<file path="src/rtl/core/assert_macros.svh">
// Assertion macros for the RTL of the rotation block; the top file includes them.
// Each macro expects signals named clk and rst_n in the including scope.
`ifndef ASSERT_MACROS_SVH
`define ASSERT_MACROS_SVH

// A condition that must hold at every clock edge outside reset.
`define ASSERT_ALWAYS(label, cond, msg) \
    label: assert property (@(posedge clk) disable iff (!rst_n) (cond)) else $error(msg);

// An implication checked in the same cycle.
`define ASSERT_IMPLIES(label, pre, post, msg) \
    label: assert property (@(posedge clk) disable iff (!rst_n) (pre) |-> (post)) \
        else $error(msg);

`endif

</file>
<file path="src/rtl/core/rpc_pkg.sv">
// Shared types and constants of the point rotation pipeline.
// No dependencies; every module of the block imports this package.
`default_nettype none

package rpc_pkg;

    // Coordinate and angle formats.
    localparam int COORD_BITS     = 16;
    localparam int DELTA_BITS     = COORD_BITS + 1;
    localparam int ANGLE_BITS     = 20;
    localparam int DEG_FRAC_BITS  = 8;
    localparam int PHASE_BITS     = 32;
    localparam int Q_BITS         = 30;

    localparam logic signed [COORD_BITS-1:0] COORD_MAX = {1'b0, {(COORD_BITS-1){1'b1}}};
    localparam logic signed [COORD_BITS-1:0] COORD_MIN = {1'b1, {(COORD_BITS-1){1'b0}}};

    // One in Q30, which is also a quarter turn of the phase.
    localparam logic [Q_BITS:0] Q30_ONE = {1'b1, {Q_BITS{1'b0}}};

    // Angle conversion constants.
    localparam logic [29:0] TURN_PER_RAD_Q32 = 30'd683565276;
    localparam logic [31:0] TWO_PI_Q29       = 32'd3373259426;
    localparam int DEG_HALF_CIRCLE = 180;
    localparam int DEG_FULL_CIRCLE = 2 * DEG_HALF_CIRCLE;
    localparam int QUADRANTS       = 4;
    localparam int QUAD_BITS       = $clog2(QUADRANTS);

    // 2^24/360 equals 2^21/45, so degrees are split by 45.
    localparam int DEG_STEP       = DEG_FULL_CIRCLE / 8;
    localparam int DEG_STEP_LOG   = 21;
    localparam int DEG_Q_BITS     = 15;
    localparam int DEG_K_BITS     = 6;
    localparam logic [20:0] DEG_STEP_RECIP = 21'd1491309;
    localparam int DEG_STEP_SHIFT = 26;

    // Exact reciprocals for 30-bit dividends: ceil(2^(30+l)/d), l = ceil(log2 d).
    localparam logic [30:0] RECIP_72 = 31'd1908874354;
    localparam int          SHIFT_72 = 37;
    localparam logic [30:0] RECIP_42 = 31'd1636178018;
    localparam int          SHIFT_42 = 36;
    localparam logic [30:0] RECIP_20 = 31'd1717986919;
    localparam int          SHIFT_20 = 35;
    localparam logic [30:0] RECIP_6  = 31'd1431655766;
    localparam int          SHIFT_6  = 33;
    localparam logic [30:0] RECIP_90 = 31'd1527099484;
    localparam int          SHIFT_90 = 37;
    localparam logic [30:0] RECIP_56 = 31'd1227133514;
    localparam int          SHIFT_56 = 36;
    localparam logic [30:0] RECIP_30 = 31'd1145324613;
    localparam int          SHIFT_30 = 35;
    localparam logic [30:0] RECIP_12 = 31'd1431655766;
    localparam int          SHIFT_12 = 34;
    localparam logic [30:0] RECIP_2  = 31'd1073741824;
    localparam int          SHIFT_2  = 31;

    // Pipeline depths of the units.
    localparam int PHASE_STAGES   = 4;
    localparam int SERIES_STAGES  = 12;
    localparam int COMBINE_STAGES = 3;

    typedef enum logic [QUAD_BITS-1:0] {
        QUAD_FIRST,
        QUAD_SECOND,
        QUAD_THIRD,
        QUAD_FOURTH
    } quadrant_t;

    // Quadrant and fold of one phase, carried beside the series values.
    typedef struct packed {
        quadrant_t quad;
        logic      swap;
    } octant_t;

    typedef struct packed {
        logic signed [COORD_BITS-1:0] corner_x;
        logic signed [COORD_BITS-1:0] corner_y;
        logic signed [COORD_BITS-1:0] center_x;
        logic signed [COORD_BITS-1:0] center_y;
        logic signed [ANGLE_BITS-1:0] angle_value;
        logic                         angle_in_radians;
    } point_word_t;

    typedef struct packed {
        logic signed [COORD_BITS-1:0] rotated_x;
        logic signed [COORD_BITS-1:0] rotated_y;
        logic                         clipped;
    } result_word_t;

    // Offsets and center of one point, delayed beside the trig pipeline.
    typedef struct packed {
        logic signed [DELTA_BITS-1:0] dx;
        logic signed [DELTA_BITS-1:0] dy;
        logic signed [COORD_BITS-1:0] cx;
        logic signed [COORD_BITS-1:0] cy;
    } side_t;

    // Phase of a degree remainder k (0 to 44), rounded to nearest.
    function automatic logic [PHASE_BITS-1:0] deg_frac(input int unsigned k);
        longint unsigned num;
        num = (longint'(k) << (PHASE_BITS - DEG_FRAC_BITS)) + longint'(DEG_HALF_CIRCLE);
        return PHASE_BITS'(num / DEG_FULL_CIRCLE);
    endfunction

endpackage

`default_nettype wire

</file>
<file path="src/rtl/core/rpc_combine.sv">
// Rotation products, center add, truncation toward zero and saturation.
// Three register stages, the last one is the output register; depends on rpc_pkg.
`default_nettype none

module rpc_combine
    import rpc_pkg::*;
#(
    parameter int TRIG_FRACTION_BITS = 16
)(
    input  logic                                 clk,
    input  logic                                 rst_n,
    input  logic                                 en,
    input  logic                                 in_valid,
    input  side_t                                side,
    input  logic signed [TRIG_FRACTION_BITS+1:0] sn,
    input  logic signed [TRIG_FRACTION_BITS+1:0] cs,
    output logic                                 out_valid,
    output result_word_t                         word
);

    localparam int PW = DELTA_BITS + TRIG_FRACTION_BITS + 2;
    localparam int SW = PW + 3;
    localparam int QW = SW - TRIG_FRACTION_BITS;
    localparam logic signed [QW-1:0] SAT_HI = QW'(COORD_MAX);
    localparam logic signed [QW-1:0] SAT_LO = QW'(COORD_MIN);

    logic                  m_valid_reg, a_valid_reg, f_valid_reg;
    logic signed [PW-1:0]  dy_sn_reg, dx_cs_reg, dy_cs_reg, dx_sn_reg;
    logic signed [COORD_BITS-1:0] m_cx_reg, m_cy_reg;
    logic signed [SW-1:0]  sum_x_reg, sum_y_reg;
    logic signed [SW-1:0]  sum_x_next, sum_y_next;
    logic [COORD_BITS:0]   fin_x, fin_y;
    result_word_t          word_reg;

    // Truncate toward zero by the trig scale and clamp; returns {clip, value}.
    function automatic logic [COORD_BITS:0] finish(input logic signed [SW-1:0] sum);
        logic signed [QW-1:0] q;
        logic                 round_up;
        logic [COORD_BITS:0]  res;
        q        = QW'(sum >>> TRIG_FRACTION_BITS);
        round_up = sum[SW-1] && (sum[TRIG_FRACTION_BITS-1:0] != '0);
        q        = q + $signed({{(QW-1){1'b0}}, round_up});
        if (q > SAT_HI)
        begin
            res = {1'b1, COORD_MAX};
        end
        else if (q < SAT_LO)
        begin
            res = {1'b1, COORD_MIN};
        end
        else
        begin
            res = {1'b0, q[COORD_BITS-1:0]};
        end
        return res;
    endfunction

    // Sums in the trig scale with the center added.
    always_comb
    begin
        sum_x_next = SW'(dy_sn_reg) + SW'(dx_cs_reg)
                     + (SW'(m_cx_reg) <<< TRIG_FRACTION_BITS);
        sum_y_next = SW'(dy_cs_reg) - SW'(dx_sn_reg)
                     + (SW'(m_cy_reg) <<< TRIG_FRACTION_BITS);
        fin_x      = finish(sum_x_reg);
        fin_y      = finish(sum_y_reg);
    end

    always_ff @(posedge clk or negedge rst_n)
    begin
        if (!rst_n)
        begin
            m_valid_reg <= 1'b0;
            a_valid_reg <= 1'b0;
            f_valid_reg <= 1'b0;
        end
        else if (en)
        begin
            m_valid_reg <= in_valid;
            a_valid_reg <= m_valid_reg;
            f_valid_reg <= a_valid_reg;
        end
    end

    always_ff @(posedge clk)
    begin
        if (en)
        begin
            dy_sn_reg <= PW'(side.dy) * PW'(sn);
            dx_cs_reg <= PW'(side.dx) * PW'(cs);
            dy_cs_reg <= PW'(side.dy) * PW'(cs);
            dx_sn_reg <= PW'(side.dx) * PW'(sn);
            m_cx_reg  <= side.cx;
            m_cy_reg  <= side.cy;
            sum_x_reg <= sum_x_next;
            sum_y_reg <= sum_y_next;
            word_reg.rotated_x <= fin_x[COORD_BITS-1:0];
            word_reg.rotated_y <= fin_y[COORD_BITS-1:0];
            word_reg.clipped   <= fin_x[COORD_BITS] | fin_y[COORD_BITS];
        end
    end

    assign out_valid = f_valid_reg;
    assign word      = word_reg;

endmodule

`default_nettype wire

</file>
<file path="config.mk">
export PLATFORM = sky130hd
export DESIGN_NAME = rpc_combine
export DESIGN_NICKNAME = d
export VERILOG_FILES = /design/src/rtl/core/assert_macros.svh /design/src/rtl/core/rpc_pkg.sv /design/src/rtl/core/rpc_combine.sv
export SDC_FILE = /design/constraint.sdc
export NUM_CORES = 2
export LEC_CHECK = 0
export BUFFER_PORTS_ARGS = -buffer_cell sky130_fd_sc_hd__buf_2
export CAP_MARGIN = 5
export CORE_MARGIN = 2
export CORE_UTILIZATION = 43
export CTS_BUF_LIST = sky130_fd_sc_hd__clkbuf_8
export CTS_CLUSTER_SIZE = 28
export DETAILED_ROUTE_END_ITERATION = 6
export GPL_TIMING_DRIVEN = 0
export PLACE_DENSITY = 0.6
export SYNTH_ARGS = -nofsm -noshare
export SYNTH_HDL_FRONTEND = slang
export SYNTH_SLANG_ARGS = --single-unit
export TNS_END_PERCENT = 10
</file>
<file path="constraint.sdc">
create_clock -name clk -period 4.3 [get_ports clk]
set_clock_uncertainty 0.2 [all_clocks]
set_input_delay 1.075 -clock clk [delete_from_list [all_inputs] [get_ports clk]]
set_output_delay 1.075 -clock clk [all_outputs]
set_load 0.05 [all_outputs]
</file>
Word level (Yosys, flattened, before mapping)
Index checks and enable logic that the tools add are counted.
{"block": "totals", "regBits": 284, "input_bits": 106, "out_inout_bits": 34, "elab_cells": 37}
{"block": "op_classes", "n_addsub": 6, "n_mul": 4, "n_lt_le_gt_ge": 4, "n_mux": 4, "bitwise": 1, "reduce_logical": 4}
{"operator": "multiplier 17 x 18 -> 35 bit", "count": 4}
{"operator": "adder 36 x 32 -> 37 bit", "count": 2}
{"operator": "2-to-1 mux 17 bit", "count": 4}
{"operator": "adder 22 x 2 -> 22 bit", "count": 2}
{"operator": "greater-than comparator 22 x 16 -> 1 bit, second input constant", "count": 2}
{"operator": "< comparator 22 x 16 -> 1 bit, second input constant", "count": 2}
{"operator": "adder 35 x 35 -> 36 bit", "count": 1}
{"operator": "subtractor 35 x 35 -> 36 bit", "count": 1}
{"operator": "nonzero test 16 bit", "count": 2}
{"operator": "logical AND 1 bit", "count": 2}
{"operator": "OR 1 bit", "count": 1}

Logic depth before layout (Yosys ltp)
{"block": "logic_depth", "word_depth": 7, "depth_mapped": 26, "depth_no_buf": 23}

Worst setup path after synthesis
OpenSTA, ideal clock, no wires.
{"block": "synth_path", "kind": "input-to-reg", "from": "in side[57] (netlist bit)", "to": "reg dx_cs_reg[30], data pin", "setup_time_ns": 0.262, "t_arrival_ns": 6.863, "required_ns": 3.838, "path_slack_ns": -3.025, "path_stages": 21, "path_buffers": 2, "cell_sequence": "clkbuf_1 -> clkbuf_1 -> nand2_1 -> fa_1 -> inv_1 -> fa_1 -> inv_1 -> fa_1 -> inv_1 -> fa_1 -> fa_1 -> fa_1 -> ha_1 -> a21o_1 -> a21o_1 -> a21o_1 -> or4b_1 -> o32a_2 -> and4_4 -> a2111oi_4 -> xnor2_1"}
{"block": "synth_between", "elab_chain_len": 1}
{"element": "from (decl)", "line": "rpc_combine.sv:14", "rtl": "input side_t side,"}
{"element": "multiplier 17 x 18 -> 35 bit", "line": "rpc_combine.sv:90", "rtl": "dx_cs_reg <= PW'(side.dx) * PW'(cs);"}
{"element": "to (signal assigned)", "line": "rpc_combine.sv:90"}
{"element": "to (decl)", "line": "rpc_combine.sv:28", "rtl": "logic signed [PW-1:0] dy_sn_reg, dx_cs_reg, dy_cs_reg, dx_sn_reg;"}
Every way passes these cells.
A chain may end at the register's enable or synchronous reset.

Final worst setup path
{"block": "layout_path", "from": "in sn[1]", "to": "reg dx_sn_reg[34], data pin"}
{"block": "layout_between", "elab_chain_len": 1}
{"element": "from (decl)", "line": "rpc_combine.sv:15", "rtl": "input logic signed [TRIG_FRACTION_BITS+1:0] sn,"}
{"element": "multiplier 17 x 18 -> 35 bit", "line": "rpc_combine.sv:92", "rtl": "dx_sn_reg <= PW'(side.dx) * PW'(sn);"}
{"element": "to (signal assigned)", "line": "rpc_combine.sv:92"}
{"element": "to (decl)", "line": "rpc_combine.sv:28"}
Every way passes these cells.

==> impl_metrics.csv <==
group,metric,value,unit
final_layout,fill_cells,12798,
timing,tightest_slew,762,ps
final_layout,final_common_cell,"inv_1",
drt,totalWireLength,211,mm
grt,grt_pass1_vias,46849,
yosys,ys_ff_latch,282,
timing,grt_setup_unrepaired,"true",
final_layout,drive_gt1_frac,0.148,
clocking,cts_max_path_buffers,3,
clocking,clk_latency,710,ps
final_layout,final_nets,8287,
floorplan,row_count,137,
clocking,htree_num_levels,2,
yosys,synth_mux_area_frac,0.00125,
floorplan,die_h,378,µm
yosys,syn-num-nets,7942,
final_layout,final_cell_mix,"1369 x inv_1, 1243 x fa_1, 634 x nand2_1",
clocking,clock-root-buffer,"clkbuf_8",
setup_path,critPathLaunch,"sn[1]",
final_layout,syn2layout_area_growth,18.9,%
yosys,synth-adder-area-share,0.523,
clocking,cts_buffers,55,
grt,grt_max_degree,129,
min_path,hold_path_startpoint,"a_valid_reg",
drt,dr.pass1.iters,5,
yosys,postSynth.asyncResetShare,0.0106,
run,cap_violations,0,
clocking,clk_pin_slew,60,ps
yosys,synthSimpleGateAreaFrac,0.140,
drt,viasPerCell,5.44,
floorplan,die_w,378,µm
timing,relSlewSlack,0.492,
setup_path,cp_max_fo,10,
floorplan,dieArea,143000,µm²
setup_path,crit_type,"in2reg",
placed_design,place_hpwl,169,mm
setup_path,cp.arrival,7080,ps
timing,hold_ws,303,ps
status,status,"finished, violations left",
yosys,synth_cell_types,82,
min_path,hold_class,"reg2reg",
status,violations,"setup timing",
yosys,synth-compound-area-share,0.0581,
yosys,syn_inst,6098,
grt,grt_pass1_wl,310,mm
yosys,synth_top_family_by_area,"adder cells",
timing,hold_viol_final,0,
yosys,yosys_most_used_dff,"edfxtp_1",
floorplan,core_area,139000,µm²
timing,setup_ws,-2560,ps
yosys,synth.cell_area,60000,µm²
setup_path,worstSetupStartpointType,"input pin",
placed_design,io_buffer_count,120,
clocking,cts.sinks,282,
clocking,cts_tree,"built",
drt,drc,0,
timing,layout_worst_path_cycle_share,1.59,
yosys,yosysWarnings,0,
yosys,synth-xor-area-share,0.0353,
grt,globalRouteTotalUtil,0.303,
drt,vias,45596,
timing,final-setup-viol-count,110,
setup_path,regToRegStartpoint,"sum_x_reg[1]",
grt,grt.overflow.total,0,
timing,fmax,146,MHz
timing,fin_crit,6860,ps
floorplan,io_pins,140,
setup_path,critPathCaptureType,"register",
floorplan,start_util,0.432,
yosys,yosysSeqAreaShare,0.141,
placed_design,detailedPlace.worstSlack,-4770,ps
placed_design,place_congestion,1.03,
drt,ant_nets,0,
grt,antenna_found_initial,40,
drt,detail_route.wl_per_cell,25.2,µm
yosys,synth_area_per_cell,9.84,µm²
yosys,synth_edf_count,279,
drt,drtIter0Drc,4177,
timing,maxSlewViolCount,0,
setup_path,required,4530,ps
## through the flow
step	instances	cell area [µm²]	utilization	TNS (ps)
2_1_floorplan	6098	61100	-	-203500
3_3_place_gp	8094	64100	0.461	-1020560
3_5_place_dp	8098	64200	0.462	-388180
4_1_cts	8292	69700	0.502	-174960
5_1_grt	8365	71300	0.513	-192660
6_report	8385	71400	0.513	-181790
## cells in the mapped netlist (60+ instances only)
library cell	number	area share
inv_1	1387	0.087
fa_1	1284	0.43
nand2_1	648	0.041
and2_1	593	0.062
ha_1	454	0.095
edfxtp_1	279	0.14
clkbuf_1	235	0.015
xnor2_1	174	0.025
nor2_1	161	0.010
a21oi_1	146	0.012
o21ai_0	117	0.0098
a21o_1	76	0.0095
xor2_1	68	0.0099
nand3_1	60	0.0050
## area by class of cell
class	instances	area, µm²	share of cell area
antenna	25	62.6	0.000876
buffer	239	4070	0.0570
clock buffer	57	785	0.0110
clock inverter	41	353	0.00494
inverter	1387	5210	0.0730
multi-input combinational	4188	47500	0.666
sequential	282	8450	0.118
tap	1876	2350	0.0329
timing repair buffer	290	2570	0.0360
## final timing paths
kind                            endpoint  slack, ps  cells past startpoint
max                        dx_sn_reg[34]      -2560                     20
min                          a_valid_reg        300                      1
max reg2reg                      word[0]        210                     12
min reg2reg                  a_valid_reg        300                      1
max in group asynchronous      out_valid       3260                      2
min in group asynchronous    a_valid_reg        530                      2
## kinds of logic after synthesis
family	after synthesis
adder cells (fa/ha/maj)	1738
AND/OR/NAND/NOR	1668
buffers and inverters	1628
XOR/XNOR	242
flip-flops	282
multiplexers	7
AO/OA/AOI/OAI	533
## repair_timing
action                                 4_1_cts  5_1_grt
hold buffers                                 1        0
endpoints found under the hold margin        3        0
pin swaps                                   93      100
setup endpoints to repair                  125      126
gates cloned                                 1        1
gates resized for setup                    817      298
setup buffers                               96       69
## metal layers
| layer | up-vias | part of all wire | global-route usage |
|---|---|---|---|
| met5 | - | 0.00067 | 0 |
| met4 | 22 | 0.044 | 0.118 |
| met3 | 387 | 0.10 | 0.0677 |
| met2 | 2028 | 0.44 | 0.455 |
| met1 | 23915 | 0.41 | 0.427 |
| li1 | 19244 | - | - |
## worst max-delay path, stage by stage
cell      delay [ps]
buf_4            220
buf_4            340
nor2_4            70
fa_1             480
fa_1             520
fa_1             630
fa_1             460
fa_1             490
inv_1             50
fa_1             470
inv_1             60
ha_4             230
or2_4            260
o2111a_2         190
o211ai_1         180
nand3_2          180
a41o_1           340
a22o_1           240
o41a_1           410
xnor2_2          160
Power is left out: the tool's default activity adds up to more than one toggle a clock period on the data nets, which glitch-free logic cannot reach.
