<file path="src/rtl/core/assert_macros.svh">
// Assertion macros for the RTL of the rotation block; the top file includes them.
// Each macro expects signals named clk and rst_n in the including scope.
`ifndef ASSERT_MACROS_SVH
`define ASSERT_MACROS_SVH

// A condition that must hold at every clock edge outside reset.
`define ASSERT_ALWAYS(label, cond, msg) \
    label: assert property (@(posedge clk) disable iff (!rst_n) (cond)) else $error(msg);

// An implication checked in the same cycle.
`define ASSERT_IMPLIES(label, pre, post, msg) \
    label: assert property (@(posedge clk) disable iff (!rst_n) (pre) |-> (post)) \
        else $error(msg);

`endif

</file>
<file path="src/rtl/core/rpc_pkg.sv">
// Shared types and constants of the point rotation pipeline.
// No dependencies; every module of the block imports this package.
`default_nettype none

package rpc_pkg;

    // Coordinate and angle formats.
    localparam int COORD_BITS     = 16;
    localparam int DELTA_BITS     = COORD_BITS + 1;
    localparam int ANGLE_BITS     = 20;
    localparam int DEG_FRAC_BITS  = 8;
    localparam int PHASE_BITS     = 32;
    localparam int Q_BITS         = 30;

    localparam logic signed [COORD_BITS-1:0] COORD_MAX = {1'b0, {(COORD_BITS-1){1'b1}}};
    localparam logic signed [COORD_BITS-1:0] COORD_MIN = {1'b1, {(COORD_BITS-1){1'b0}}};

    // One in Q30, which is also a quarter turn of the phase.
    localparam logic [Q_BITS:0] Q30_ONE = {1'b1, {Q_BITS{1'b0}}};

    // Angle conversion constants.
    localparam logic [29:0] TURN_PER_RAD_Q32 = 30'd683565276;
    localparam logic [31:0] TWO_PI_Q29       = 32'd3373259426;
    localparam int DEG_HALF_CIRCLE = 180;
    localparam int DEG_FULL_CIRCLE = 2 * DEG_HALF_CIRCLE;
    localparam int QUADRANTS       = 4;
    localparam int QUAD_BITS       = $clog2(QUADRANTS);

    // 2^24/360 equals 2^21/45, so degrees are split by 45.
    localparam int DEG_STEP       = DEG_FULL_CIRCLE / 8;
    localparam int DEG_STEP_LOG   = 21;
    localparam int DEG_Q_BITS     = 15;
    localparam int DEG_K_BITS     = 6;
    localparam logic [20:0] DEG_STEP_RECIP = 21'd1491309;
    localparam int DEG_STEP_SHIFT = 26;

    // Exact reciprocals for 30-bit dividends: ceil(2^(30+l)/d), l = ceil(log2 d).
    localparam logic [30:0] RECIP_72 = 31'd1908874354;
    localparam int          SHIFT_72 = 37;
    localparam logic [30:0] RECIP_42 = 31'd1636178018;
    localparam int          SHIFT_42 = 36;
    localparam logic [30:0] RECIP_20 = 31'd1717986919;
    localparam int          SHIFT_20 = 35;
    localparam logic [30:0] RECIP_6  = 31'd1431655766;
    localparam int          SHIFT_6  = 33;
    localparam logic [30:0] RECIP_90 = 31'd1527099484;
    localparam int          SHIFT_90 = 37;
    localparam logic [30:0] RECIP_56 = 31'd1227133514;
    localparam int          SHIFT_56 = 36;
    localparam logic [30:0] RECIP_30 = 31'd1145324613;
    localparam int          SHIFT_30 = 35;
    localparam logic [30:0] RECIP_12 = 31'd1431655766;
    localparam int          SHIFT_12 = 34;
    localparam logic [30:0] RECIP_2  = 31'd1073741824;
    localparam int          SHIFT_2  = 31;

    // Pipeline depths of the units.
    localparam int PHASE_STAGES   = 4;
    localparam int SERIES_STAGES  = 12;
    localparam int COMBINE_STAGES = 3;

    typedef enum logic [QUAD_BITS-1:0] {
        QUAD_FIRST,
        QUAD_SECOND,
        QUAD_THIRD,
        QUAD_FOURTH
    } quadrant_t;

    // Quadrant and fold of one phase, carried beside the series values.
    typedef struct packed {
        quadrant_t quad;
        logic      swap;
    } octant_t;

    typedef struct packed {
        logic signed [COORD_BITS-1:0] corner_x;
        logic signed [COORD_BITS-1:0] corner_y;
        logic signed [COORD_BITS-1:0] center_x;
        logic signed [COORD_BITS-1:0] center_y;
        logic signed [ANGLE_BITS-1:0] angle_value;
        logic                         angle_in_radians;
    } point_word_t;

    typedef struct packed {
        logic signed [COORD_BITS-1:0] rotated_x;
        logic signed [COORD_BITS-1:0] rotated_y;
        logic                         clipped;
    } result_word_t;

    // Offsets and center of one point, delayed beside the trig pipeline.
    typedef struct packed {
        logic signed [DELTA_BITS-1:0] dx;
        logic signed [DELTA_BITS-1:0] dy;
        logic signed [COORD_BITS-1:0] cx;
        logic signed [COORD_BITS-1:0] cy;
    } side_t;

    // Phase of a degree remainder k (0 to 44), rounded to nearest.
    function automatic logic [PHASE_BITS-1:0] deg_frac(input int unsigned k);
        longint unsigned num;
        num = (longint'(k) << (PHASE_BITS - DEG_FRAC_BITS)) + longint'(DEG_HALF_CIRCLE);
        return PHASE_BITS'(num / DEG_FULL_CIRCLE);
    endfunction

endpackage

`default_nettype wire

</file>
<file path="src/rtl/core/rpc_phase.sv">
// Angle to phase conversion and octant fold, four register stages.
// Depends on rpc_pkg.
`default_nettype none

module rpc_phase
    import rpc_pkg::*;
(
    input  logic                         clk,
    input  logic                         rst_n,
    input  logic                         en,
    input  logic                         in_valid,
    input  logic signed [ANGLE_BITS-1:0] angle_value,
    input  logic                         angle_in_radians,
    output logic                         out_valid,
    output logic [Q_BITS-1:0]            oct_angle,
    output octant_t                      oct
);

    localparam int RAD_PROD_BITS = 50;
    localparam int DEG_PROD_BITS = 41;
    localparam int TAB_DEPTH     = 1 << DEG_K_BITS;

    logic [ANGLE_BITS-1:0]    mag;
    logic [RAD_PROD_BITS-1:0] rad_prod;
    logic [DEG_PROD_BITS-1:0] deg_prod;
    logic [ANGLE_BITS-1:0]    k_full;
    logic [RAD_PROD_BITS:0]   rad_round;
    logic [PHASE_BITS-1:0]    deg_phase;
    logic [PHASE_BITS-1:0]    phase_sel;
    logic [PHASE_BITS-1:0]    deg_tab [TAB_DEPTH];

    logic                     s1_valid_reg, s2_valid_reg, s3_valid_reg, s4_valid_reg;
    logic                     s1_neg_reg, s1_rad_reg, s2_neg_reg, s2_rad_reg;
    logic [ANGLE_BITS-1:0]    s1_mag_reg;
    logic [RAD_PROD_BITS-1:0] s1_rad_prod_reg;
    logic [DEG_Q_BITS-1:0]    s1_q_reg, s2_q_reg;
    logic [DEG_K_BITS-1:0]    s2_k_reg;
    logic [PHASE_BITS-1:0]    s2_rad_phase_reg, s3_phase_reg;
    logic [Q_BITS-1:0]        s4_angle_reg;
    octant_t                  s4_oct_reg;

    // Phase table of the degree remainders.
    for (genvar i = 0; i < TAB_DEPTH; i++) begin : g_deg_tab
        assign deg_tab[i] = deg_frac(i);
    end

    // Stage 1: magnitude and both scaling products.
    always_comb
    begin
        mag      = angle_value[ANGLE_BITS-1] ? ANGLE_BITS'(-angle_value)
                                             : ANGLE_BITS'(angle_value);
        rad_prod = RAD_PROD_BITS'(mag) * RAD_PROD_BITS'(TURN_PER_RAD_Q32);
        deg_prod = DEG_PROD_BITS'(mag) * DEG_PROD_BITS'(DEG_STEP_RECIP);
    end

    // Stage 2: degree remainder and rounded radian phase.
    always_comb
    begin
        k_full    = s1_mag_reg - ANGLE_BITS'(s1_q_reg * DEG_STEP);
        rad_round = (RAD_PROD_BITS + 1)'(s1_rad_prod_reg) + (RAD_PROD_BITS + 1)'(1 << 15);
    end

    // Stage 3: degree phase, unit select and sign.
    always_comb
    begin
        deg_phase = {s2_q_reg[PHASE_BITS-DEG_STEP_LOG-1:0], {DEG_STEP_LOG{1'b0}}}
                    + deg_tab[s2_k_reg];
        phase_sel = s2_rad_reg ? s2_rad_phase_reg : deg_phase;
        if (s2_neg_reg)
        begin
            phase_sel = -phase_sel;
        end
    end

    always_ff @(posedge clk or negedge rst_n)
    begin
        if (!rst_n)
        begin
            s1_valid_reg <= 1'b0;
            s2_valid_reg <= 1'b0;
            s3_valid_reg <= 1'b0;
            s4_valid_reg <= 1'b0;
        end
        else if (en)
        begin
            s1_valid_reg <= in_valid;
            s2_valid_reg <= s1_valid_reg;
            s3_valid_reg <= s2_valid_reg;
            s4_valid_reg <= s3_valid_reg;
        end
    end

    always_ff @(posedge clk)
    begin
        if (en)
        begin
            s1_neg_reg       <= angle_value[ANGLE_BITS-1];
            s1_rad_reg       <= angle_in_radians;
            s1_mag_reg       <= mag;
            s1_rad_prod_reg  <= rad_prod;
            s1_q_reg         <= DEG_Q_BITS'(deg_prod >> DEG_STEP_SHIFT);

            s2_neg_reg       <= s1_neg_reg;
            s2_rad_reg       <= s1_rad_reg;
            s2_q_reg         <= s1_q_reg;
            s2_k_reg         <= k_full[DEG_K_BITS-1:0];
            s2_rad_phase_reg <= rad_round[PHASE_BITS+15:16];

            s3_phase_reg     <= phase_sel;

            // Stage 4: fold the angle within the quadrant onto 0 to 45 degrees.
            s4_oct_reg.quad  <= quadrant_t'(s3_phase_reg[PHASE_BITS-1:Q_BITS]);
            s4_oct_reg.swap  <= s3_phase_reg[Q_BITS-1];
            s4_angle_reg     <= s3_phase_reg[Q_BITS-1]
                                ? Q_BITS'(Q30_ONE - {1'b0, s3_phase_reg[Q_BITS-1:0]})
                                : s3_phase_reg[Q_BITS-1:0];
        end
    end

    assign out_valid = s4_valid_reg;
    assign oct_angle = s4_angle_reg;
    assign oct       = s4_oct_reg;

endmodule

`default_nettype wire

</file>
<file path="config.mk">
export PLATFORM = sky130hd
export DESIGN_NAME = rpc_phase
export DESIGN_NICKNAME = d
export VERILOG_FILES = /design/src/rtl/core/assert_macros.svh /design/src/rtl/core/rpc_pkg.sv /design/src/rtl/core/rpc_phase.sv
export SDC_FILE = /design/constraint.sdc
export NUM_CORES = 1
export LEC_CHECK = 0
export BUFFER_PORTS_ARGS = -buffer_cell sky130_fd_sc_hd__buf_2
export CORE_MARGIN = 2
export CORE_UTILIZATION = 25
export DETAILED_ROUTE_END_ITERATION = 7
export SLEW_MARGIN = 20
export SYNTH_ARGS = -nofsm -noshare
export SYNTH_HDL_FRONTEND = slang
export SYNTH_SLANG_ARGS = --single-unit
</file>
<file path="constraint.sdc">
create_clock -name clk -period 4.74 [get_ports clk]
set_input_delay 0.711 -clock clk [delete_from_list [all_inputs] [get_ports clk]]
set_output_delay 0.711 -clock clk [all_outputs]
set_load 0.05 [all_outputs]
</file>
* Word level (Yosys, flattened, before mapping)
Memory sizes are Yosys's and may differ from the RTL's.
Cells that the tools add are included.
** Operators by class
- Add/sub/neg operators :: 6
- Multipliers :: 3
- Order comparisons :: 1
- Multiplexer cells :: 6
- Bitwise logic cells :: 1
** Operators by type and width (number)
- $mux W32 :: 4
- $add A48 B16 Y48 const B :: 1
- $mul A20 B28 Y46 const B :: 1
- $mul A20 B21 Y41 const B :: 1
- $add A32 B32 Y32 :: 1
- $neg A32 Y32 :: 1
- $sub A1 B30 Y30 const A :: 1
- $mux W29 :: 1
- $mux W20 :: 1
- $neg A20 Y20 :: 1
- $mul A15 B6 Y6 const B :: 1
- $ge A7 B7 Y1 const B :: 1
- $not A6 Y7 :: 1
- $sub A6 B6 Y6 :: 1
** Word-level totals
- Flip-flop bits (word level) :: 189
- ROM bits :: 2048
- Bits of input ports :: 25
- Output and inout bits :: 34
- Word-level logic and storage cells :: 37
- Memories :: 1
** Memory list
- (name not given) :: depth 64, bits a word 32, rd ports 1, clocked after Yosys merged registers in 0, wr ports 0, RTL line rpc_phase.sv:67 : + deg_tab[s2_k_reg];

* Longest topological paths before layout
Gate-level depths: netlist (run 1).
- Depth after elaboration :: 8
- Mapped depth :: 33
- Depth with buffers taken out :: 33

* Worst setup path after synthesis (run 1)
OpenSTA, ideal clock, no wires.
- Path type :: input to register
- Start :: input angle_value[3]
- End :: register s1_rad_prod_reg[47], data pin
- Setup time :: 0.260 ns
- Data arrival time :: 9.120 ns
- Required time :: 4.480 ns
- Path slack :: -4.640 ns
- Stages :: 26
- Path buffers :: 0
- Cell sequence :: or4_1 > or4_1 > nand2b_1 > or4_1 > nor4bb_1 > inv_1 > fa_1 > inv_1 > fa_1 > inv_1 > fa_1 > inv_1 > fa_1 > fa_1 > inv_1 > fa_1 > fa_1 > ha_1 > and4_1 > nand4_1 > o31ai_1 > nor3_1 > o31ai_1 > o41a_1 > a21oi_1 > xnor2_1
** Between the ends
- Cells in the longest elaborated chain, start to end :: 3
** Ends and longest elaborated chain
- start: declaration :: RTL line rpc_phase.sv:12 : input logic signed [ANGLE_BITS-1:0] angle_value,
- $neg A20 Y20 :: RTL line rpc_phase.sv:50 : mag = angle_value[ANGLE_BITS-1] ? ANGLE_BITS'(-angle_value)
- $mux W20 (*) :: RTL line rpc_phase.sv:50
- $mul A20 B28 Y46 (*) :: RTL line rpc_phase.sv:52 : rad_prod = RAD_PROD_BITS'(mag) * RAD_PROD_BITS'(TURN_PER_RAD_Q32);
- named net rad_prod[47] :: RTL line rpc_phase.sv:24 : logic [RAD_PROD_BITS-1:0] rad_prod;
- end signal: assignment :: RTL line rpc_phase.sv:100 : s1_rad_prod_reg <= rad_prod;
- end: declaration :: RTL line rpc_phase.sv:35 : logic [RAD_PROD_BITS-1:0] s1_rad_prod_reg;
The timed path passes the listed nets; every way through them passes the cells marked *.
A chain may end at the register's enable or synchronous reset.

* Final worst setup path (run 1)
- Start :: input angle_value[3]
- End :: register s1_rad_prod_reg[46], data pin
Same word-level chain as after synthesis.

==> results of run 1 <==
metal layers:
layer  share of wire (%)  routed length, um
met2                  45              27500
met4                 2.8               1690
met1                  48              29300
met5                   0                  0
met3                 3.7               2270
layout make-up:
cell class / instances / area (um2)
Fill cell: 9739 / 64600
Clock inverter: 15 / 178
Sequential cell: 172 / 5140
Tap cell: 1265 / 1580
Clock buffer: 17 / 425
Timing Repair Buffer: 473 / 3580
Inverter: 501 / 1880
Antenna cell: 1 / 2.50
Multi-Input combinational cell: 1537 / 17600
cells by family (layout without fill, tap and decap cells):
logic type,after synthesis,count (layout),share of synthesized area [%]
muxes,26,26,1.34
and+or+nand+nor,341,341,7.35
AOI/OAI and AO/OA,287,287,8.17
xor gates and xnor gates,178,178,6.50
DFF,172,172,21.5
adders and majority gates,705,705,46.5
buffers and inverters,544,1006,8.68
other,0,1,0
repair_timing:
item                                    CTS  global route
endpoints found under the setup margin   44            44
pin swaps                                71            34
cloned                                    0             0
buffers inserted                         28            14
resized for setup                       133            44
cell usage after synthesis (4+ instances only):
| cell type | number |
|---|---|
| inv_1 | 499 |
| ha_1 | 395 |
| fa_1 | 310 |
| edfxtp_1 | 168 |
| xnor2_1 | 132 |
| nand2_1 | 89 |
| nor2_1 | 71 |
| a21oi_1 | 68 |
| o21ai_0 | 58 |
| xor2_1 | 46 |
| nand3_1 | 33 |
| nand2b_1 | 28 |
| o31ai_1 | 23 |
| a21o_1 | 21 |
| clkbuf_1 | 21 |
| nor3_1 | 21 |
| and3_1 | 17 |
| buf_2 | 14 |
| nand4_1 | 14 |
| mux2i_1 | 13 |
| a211oi_1 | 12 |
| o211ai_1 | 12 |
| and2_1 | 11 |
| nor2b_1 | 11 |
| or3_1 | 10 |
| mux2_2 | 9 |
| o21bai_1 | 9 |
| o41ai_1 | 9 |
| a31oi_1 | 8 |
| o21a_1 | 8 |
| a2111oi_0 | 6 |
| or4_1 | 6 |
| and4_1 | 5 |
| a211o_1 | 4 |
| buf_4 | 4 |
| dfrtp_1 | 4 |
| mux4_2 | 4 |
through the flow:
stage	setup TNS [ns]	hold WS (ns)	util, %	setup WS, ns	instance area, um2
after global routing	-162.28	0.0511	32.0	-4.19	30400
after detailed placement	-180.68	0.405	30.2	-4.60	28700
after global placement	-178.37	0.403	30.2	-4.54	28700
final	-151.60	0.0667	32.0	-3.94	30400
after floorplan	-151.68	0.400	-	-4.10	24200
after CTS	-148.18	0.0414	31.7	-3.90	30200
worst max-delay path by stage:
| stage | startpoint | cells past startpoint | end | slack (ns) |
|---|---|---|---|---|
| floorplan | angle_value[3] | 28 | s1_rad_prod_reg[47] | -4.10 |
| global placement | angle_value[3] | 29 | s1_rad_prod_reg[46] | -4.54 |
| detailed placement | angle_value[3] | 27 | s1_q_reg[10] | -4.60 |
| CTS | angle_value[3] | 29 | s1_rad_prod_reg[46] | -3.90 |
| global route | angle_value[3] | 30 | s1_rad_prod_reg[46] | -4.19 |
| finish | angle_value[3] | 30 | s1_rad_prod_reg[46] | -3.94 |
layout by cell type, fill, tap and decap left out, drive strengths merged, types with 4 or more instances in the layout:
master	netlist	layout
nand4	14	14
or4	6	6
o21ai	61	61
a211o	4	4
nor3	21	21
nand2b	28	28
dfrtp	4	4
fa	310	310
o21bai	9	9
mux2i	13	13
mux4	4	4
and2	13	13
o41ai	10	10
edfxtp	168	168
buf	22	473
o31ai	25	25
and3	17	17
a21o	21	21
or3	10	10
and4	5	5
ha	395	395
a31oi	8	8
nand2	90	90
a2111oi	7	7
xor2	46	46
a211oi	12	12
a21oi	68	68
clkbuf	21	17
inv	499	506
nor2	71	71
mux2	9	9
o21a	8	8
or2	6	6
o211ai	12	12
nand3	33	33
nor2b	11	11
clkinv	2	5
xnor2	132	132
==> metrics.cfg, run 1 <==
[status]
status=finished with violations
failed_checks=negative setup slack

[worst_setup_path]
cp_top_family=adder cells
endpoint_kind=flop
crit_fanout=4
reg2reg_to=s3_phase_reg[26]
cp_data_required_time_ns=4.94
cp.arrival_ns=8.89
startpoint_type=input port
path_buf_inv=7
r2r_cells=11
critical_path_class=input port to flop
cp_common_cell=fa_1
crit_path_top_delay_cell=fa_2
worstReg2RegStart=s2_k_reg[0]
r2r_setup_slack_ns=0.77
max_stage_delay_ns=0.56

[routing]
first_pass_iters=5
drt-wirelength-per-cell_um=15.3
ant_nets=0
drcViolationCount=0
vias=17000
viasPerCell=4.26
wirelength_um=60700
drt_iter0_markers=1002

[synth]
synth_cell_types=82
synth_edf_count=168
synth_top_cell_area_share_pct=25.9
synthArstFlopShare_pct=2.33
postSynthAreaPerCell_um2=10.6
synth.cell_area_um2=24000
ys_ff_latch=172
synth.area.top_cells=fa_1, edfxtp_1, ha_1
synth_cells=2253
synth_warnings=0
ys_dominant_reg_cell=edfxtp_1
synth_seq_area_share_pct=21.5
syn_nets=2983
synth.largest_area_cell=fa_1

[flow_run]
max_cap_viol_count=0

[global_route]
met3_usage_pct=1.45
track_usage_pct=12.6
grt_max_degree=99
antenna_found_initial=1
grt-busiest-layer=met2
grt_pass1_vias=17600
grtUsageMet2_pct=20.2
gr-total-overflow=0
grt_pass1_wl_um=96400
use_met1_pct=17.7

[timing]
tightest_slew_ns=0.990
fin_crit_sh_pct=183
fmax_mhz=115
slew_viol_final=0
setup_viol=44
fin_crit_ns=8.68
rsz0062_at_grt=true
final.setup_skew_ns=0.00883
layout_setup_ws_ns=-3.94
max-slew-margin-rel_pct=33.3
hold_violations=0

[floorplanning]
rows=113
core_um2=95000
initial_utilization_pct=25.2
die_area_um2=98400
ios=59
die_height_um=314
die_w_um=314

[placement]
io_buffer_count=58
numPlacedInstances=3911
gp_congestion=0.928
dpl.hpwl_um=51900

[layout]
largest_register_ff_count=33
drive_above_1_share_pct=24.7
fin_nets=3432
final_cells=3981
areaGrowthSynthToFinish_pct=27.0

[cts]
cts_sinks=172
cts_tree=built
clkLatencyLatePin_ns=0.44
postCtsHoldBufs=0
ctsHtreeMaxLevel=4
clk_pin_slew_worst_paths_ns=0.08
numCtsBuffers=17
clockBufferDepth=2
clockRootBuffer=clkbuf_16

[hold_path]
hp-class=input port to async pin

Power of run 1 is left out: the tool's default activity adds up to more than one toggle a clock period on the data nets, which glitch-free logic cannot reach.
==> run 2: changes to the inputs <==
--- a/config.mk
+++ b/config.mk
@@ -8,2 +8,4 @@
 export BUFFER_PORTS_ARGS = -buffer_cell sky130_fd_sc_hd__buf_2
+export CELL_PAD_IN_SITES_DETAIL_PLACEMENT = 1
+export CELL_PAD_IN_SITES_GLOBAL_PLACEMENT = 2
 export CORE_MARGIN = 2
@@ -11,2 +13,3 @@
 export DETAILED_ROUTE_END_ITERATION = 7
+export PLACE_DENSITY = 0.59
 export SLEW_MARGIN = 20
--- a/constraint.sdc
+++ b/constraint.sdc
@@ -3,2 +3,2 @@
 set_output_delay 0.711 -clock clk [all_outputs]
-set_load 0.05 [all_outputs]
+set_load 0.02 [all_outputs]
==> metrics.cfg, run 2 (synthesis results as in run 1) <==
[global_route]
grt_pass1_vias=19800
grt_pass1_wl_um=116000
antenna_found_initial=2
gr-total-overflow=0
grt_max_degree=108
track_usage_pct=15.3

[layout]
fillers=10800
areaGrowthSynthToFinish_pct=29.0
fin_nets=3456
final_cell_mix=inv_1, buf_4, ha_1
drive_above_1_share_pct=26.9
final_cells=4005
final_common_cell=inv_1
largest_register_ff_count=33
final_core_util_pct=32.6

[routing]
drt_iter0_markers=509
viasPerCell=4.32
drcViolationCount=0
wirelength_um=73600
vias=17300
wl_met1_um=33800
highest_layer=met4
route.met2.wl_um=37500
first_pass_iters=4
drt-wirelength-per-cell_um=18.4
wl_met3_um=1190
ant_nets=0

[timing]
slew_viol_final=0
fin_crit_sh_pct=180
fmax_mhz=117
setup_viol=44
final.setup_skew_ns=0.0205
rsz0062_at_grt=true
tightest_slew_ns=0.955
max-slew-margin-rel_pct=36.3
fin_crit_ns=8.54
layout_setup_ws_ns=-3.80
hold_violations=0

[cts]
postCtsHoldBufs=0
cts_tree=built
clkLatencyLatePin_ns=0.45
cts_sinks=172
clk_pin_slew_worst_paths_ns=0.07
ctsHtreeMaxLevel=4
numCtsBuffers=17
clockBufferDepth=2
clockRootBuffer=clkbuf_16

[worst_setup_path]
endpoint_kind=flop
crit_fanout=3
cp.arrival_ns=8.74
cp_common_cell=fa_1
cp_data_required_time_ns=4.93
max_stage_delay_ns=0.57
cp_top_family=adder cells
startpoint_type=input port
path_buf_inv=7
critical_path_class=input port to flop
crit_path_top_delay_cell=fa_2

[floorplanning]
rows=113
die_w_um=314
die_area_um2=98400
initial_utilization_pct=25.2
core_um2=95000
ios=59
die_height_um=314

[placement]
gp_congestion=0.912
dpl.hpwl_um=65000
io_buffer_count=58
pre_cts_slack_ns=-4.70
numPlacedInstances=3926

[hold_path]
hp-class=input port to async pin

[status]
failed_checks=negative setup slack
status=finished with violations

[flow_run]
max_cap_viol_count=0

[run 2: changes by cell type in the layout (fill, tap and decap cells not counted), sizes merged]
cell and delta:
bufinv -2, buf +24, clkinv +2, clkinvlp -2
inv +2
[run 2: repair_timing]
action | in CTS | in global routing
buffers inserted | 44 | 12
gates resized for setup | 169 | 68
endpoints found under the setup margin | 44 | 44
pin swaps | 125 | 60
[run 2: per-stage QoR]
stage	setup TNS, ns	hold WS (ns)	cell area, um2
after floorplan	-151.68	0.400	24200
after global placement	-180.51	0.403	28800
after detailed placement	-182.88	0.406	28800
after CTS	-145.82	0.0364	30500
after global routing	-156.30	0.0480	30900
final	-145.89	0.0674	30900
[run 2: layout make-up]
cell class / instances / area (um2) / share of cell area [%]
clock inverter: 15 / 165 / 0.534
multi-input combinational: 1537 / 18000 / 58.1
clock buffer: 17 / 425 / 1.38
inverter: 501 / 1880 / 6.08
sequential: 172 / 5140 / 16.6
tap: 1265 / 1580 / 5.12
timing repair buffer: 497 / 3770 / 12.2
antenna: 1 / 2.50 / 0.00809
[run 2: path summary, 6_finish.rpt]
| path | start | end | slack [ns] | cells after the start |
|---|---|---|---|---|
| max in group asynchronous | rst_n | s2_valid_reg | 4.56 | 1 |
| worst max-delay path | angle_value[3] | s1_rad_prod_reg[46] | -3.80 | 29 |
| worst max register to register | s2_k_reg[3] | s3_phase_reg[31] | 0.63 | 11 |
| worst min register to register | s1_q_reg[7] | s2_q_reg[7] | 0.42 | 0 |
| worst min-delay path | rst_n | out_valid | 0.07 | 1 |
| min in group clk | s1_q_reg[7] | s2_q_reg[7] | 0.42 | 0 |
[run 2: per-layer routing]
layer / vias up / track usage (%)
li1: 8407 / -
met1: 8706 / 19.9
met2: 155 / 28.0
met3: 41 / 0.957
met4: 0 / 2.78
met5: - / 0
Power of run 2 is left out for the same reason.
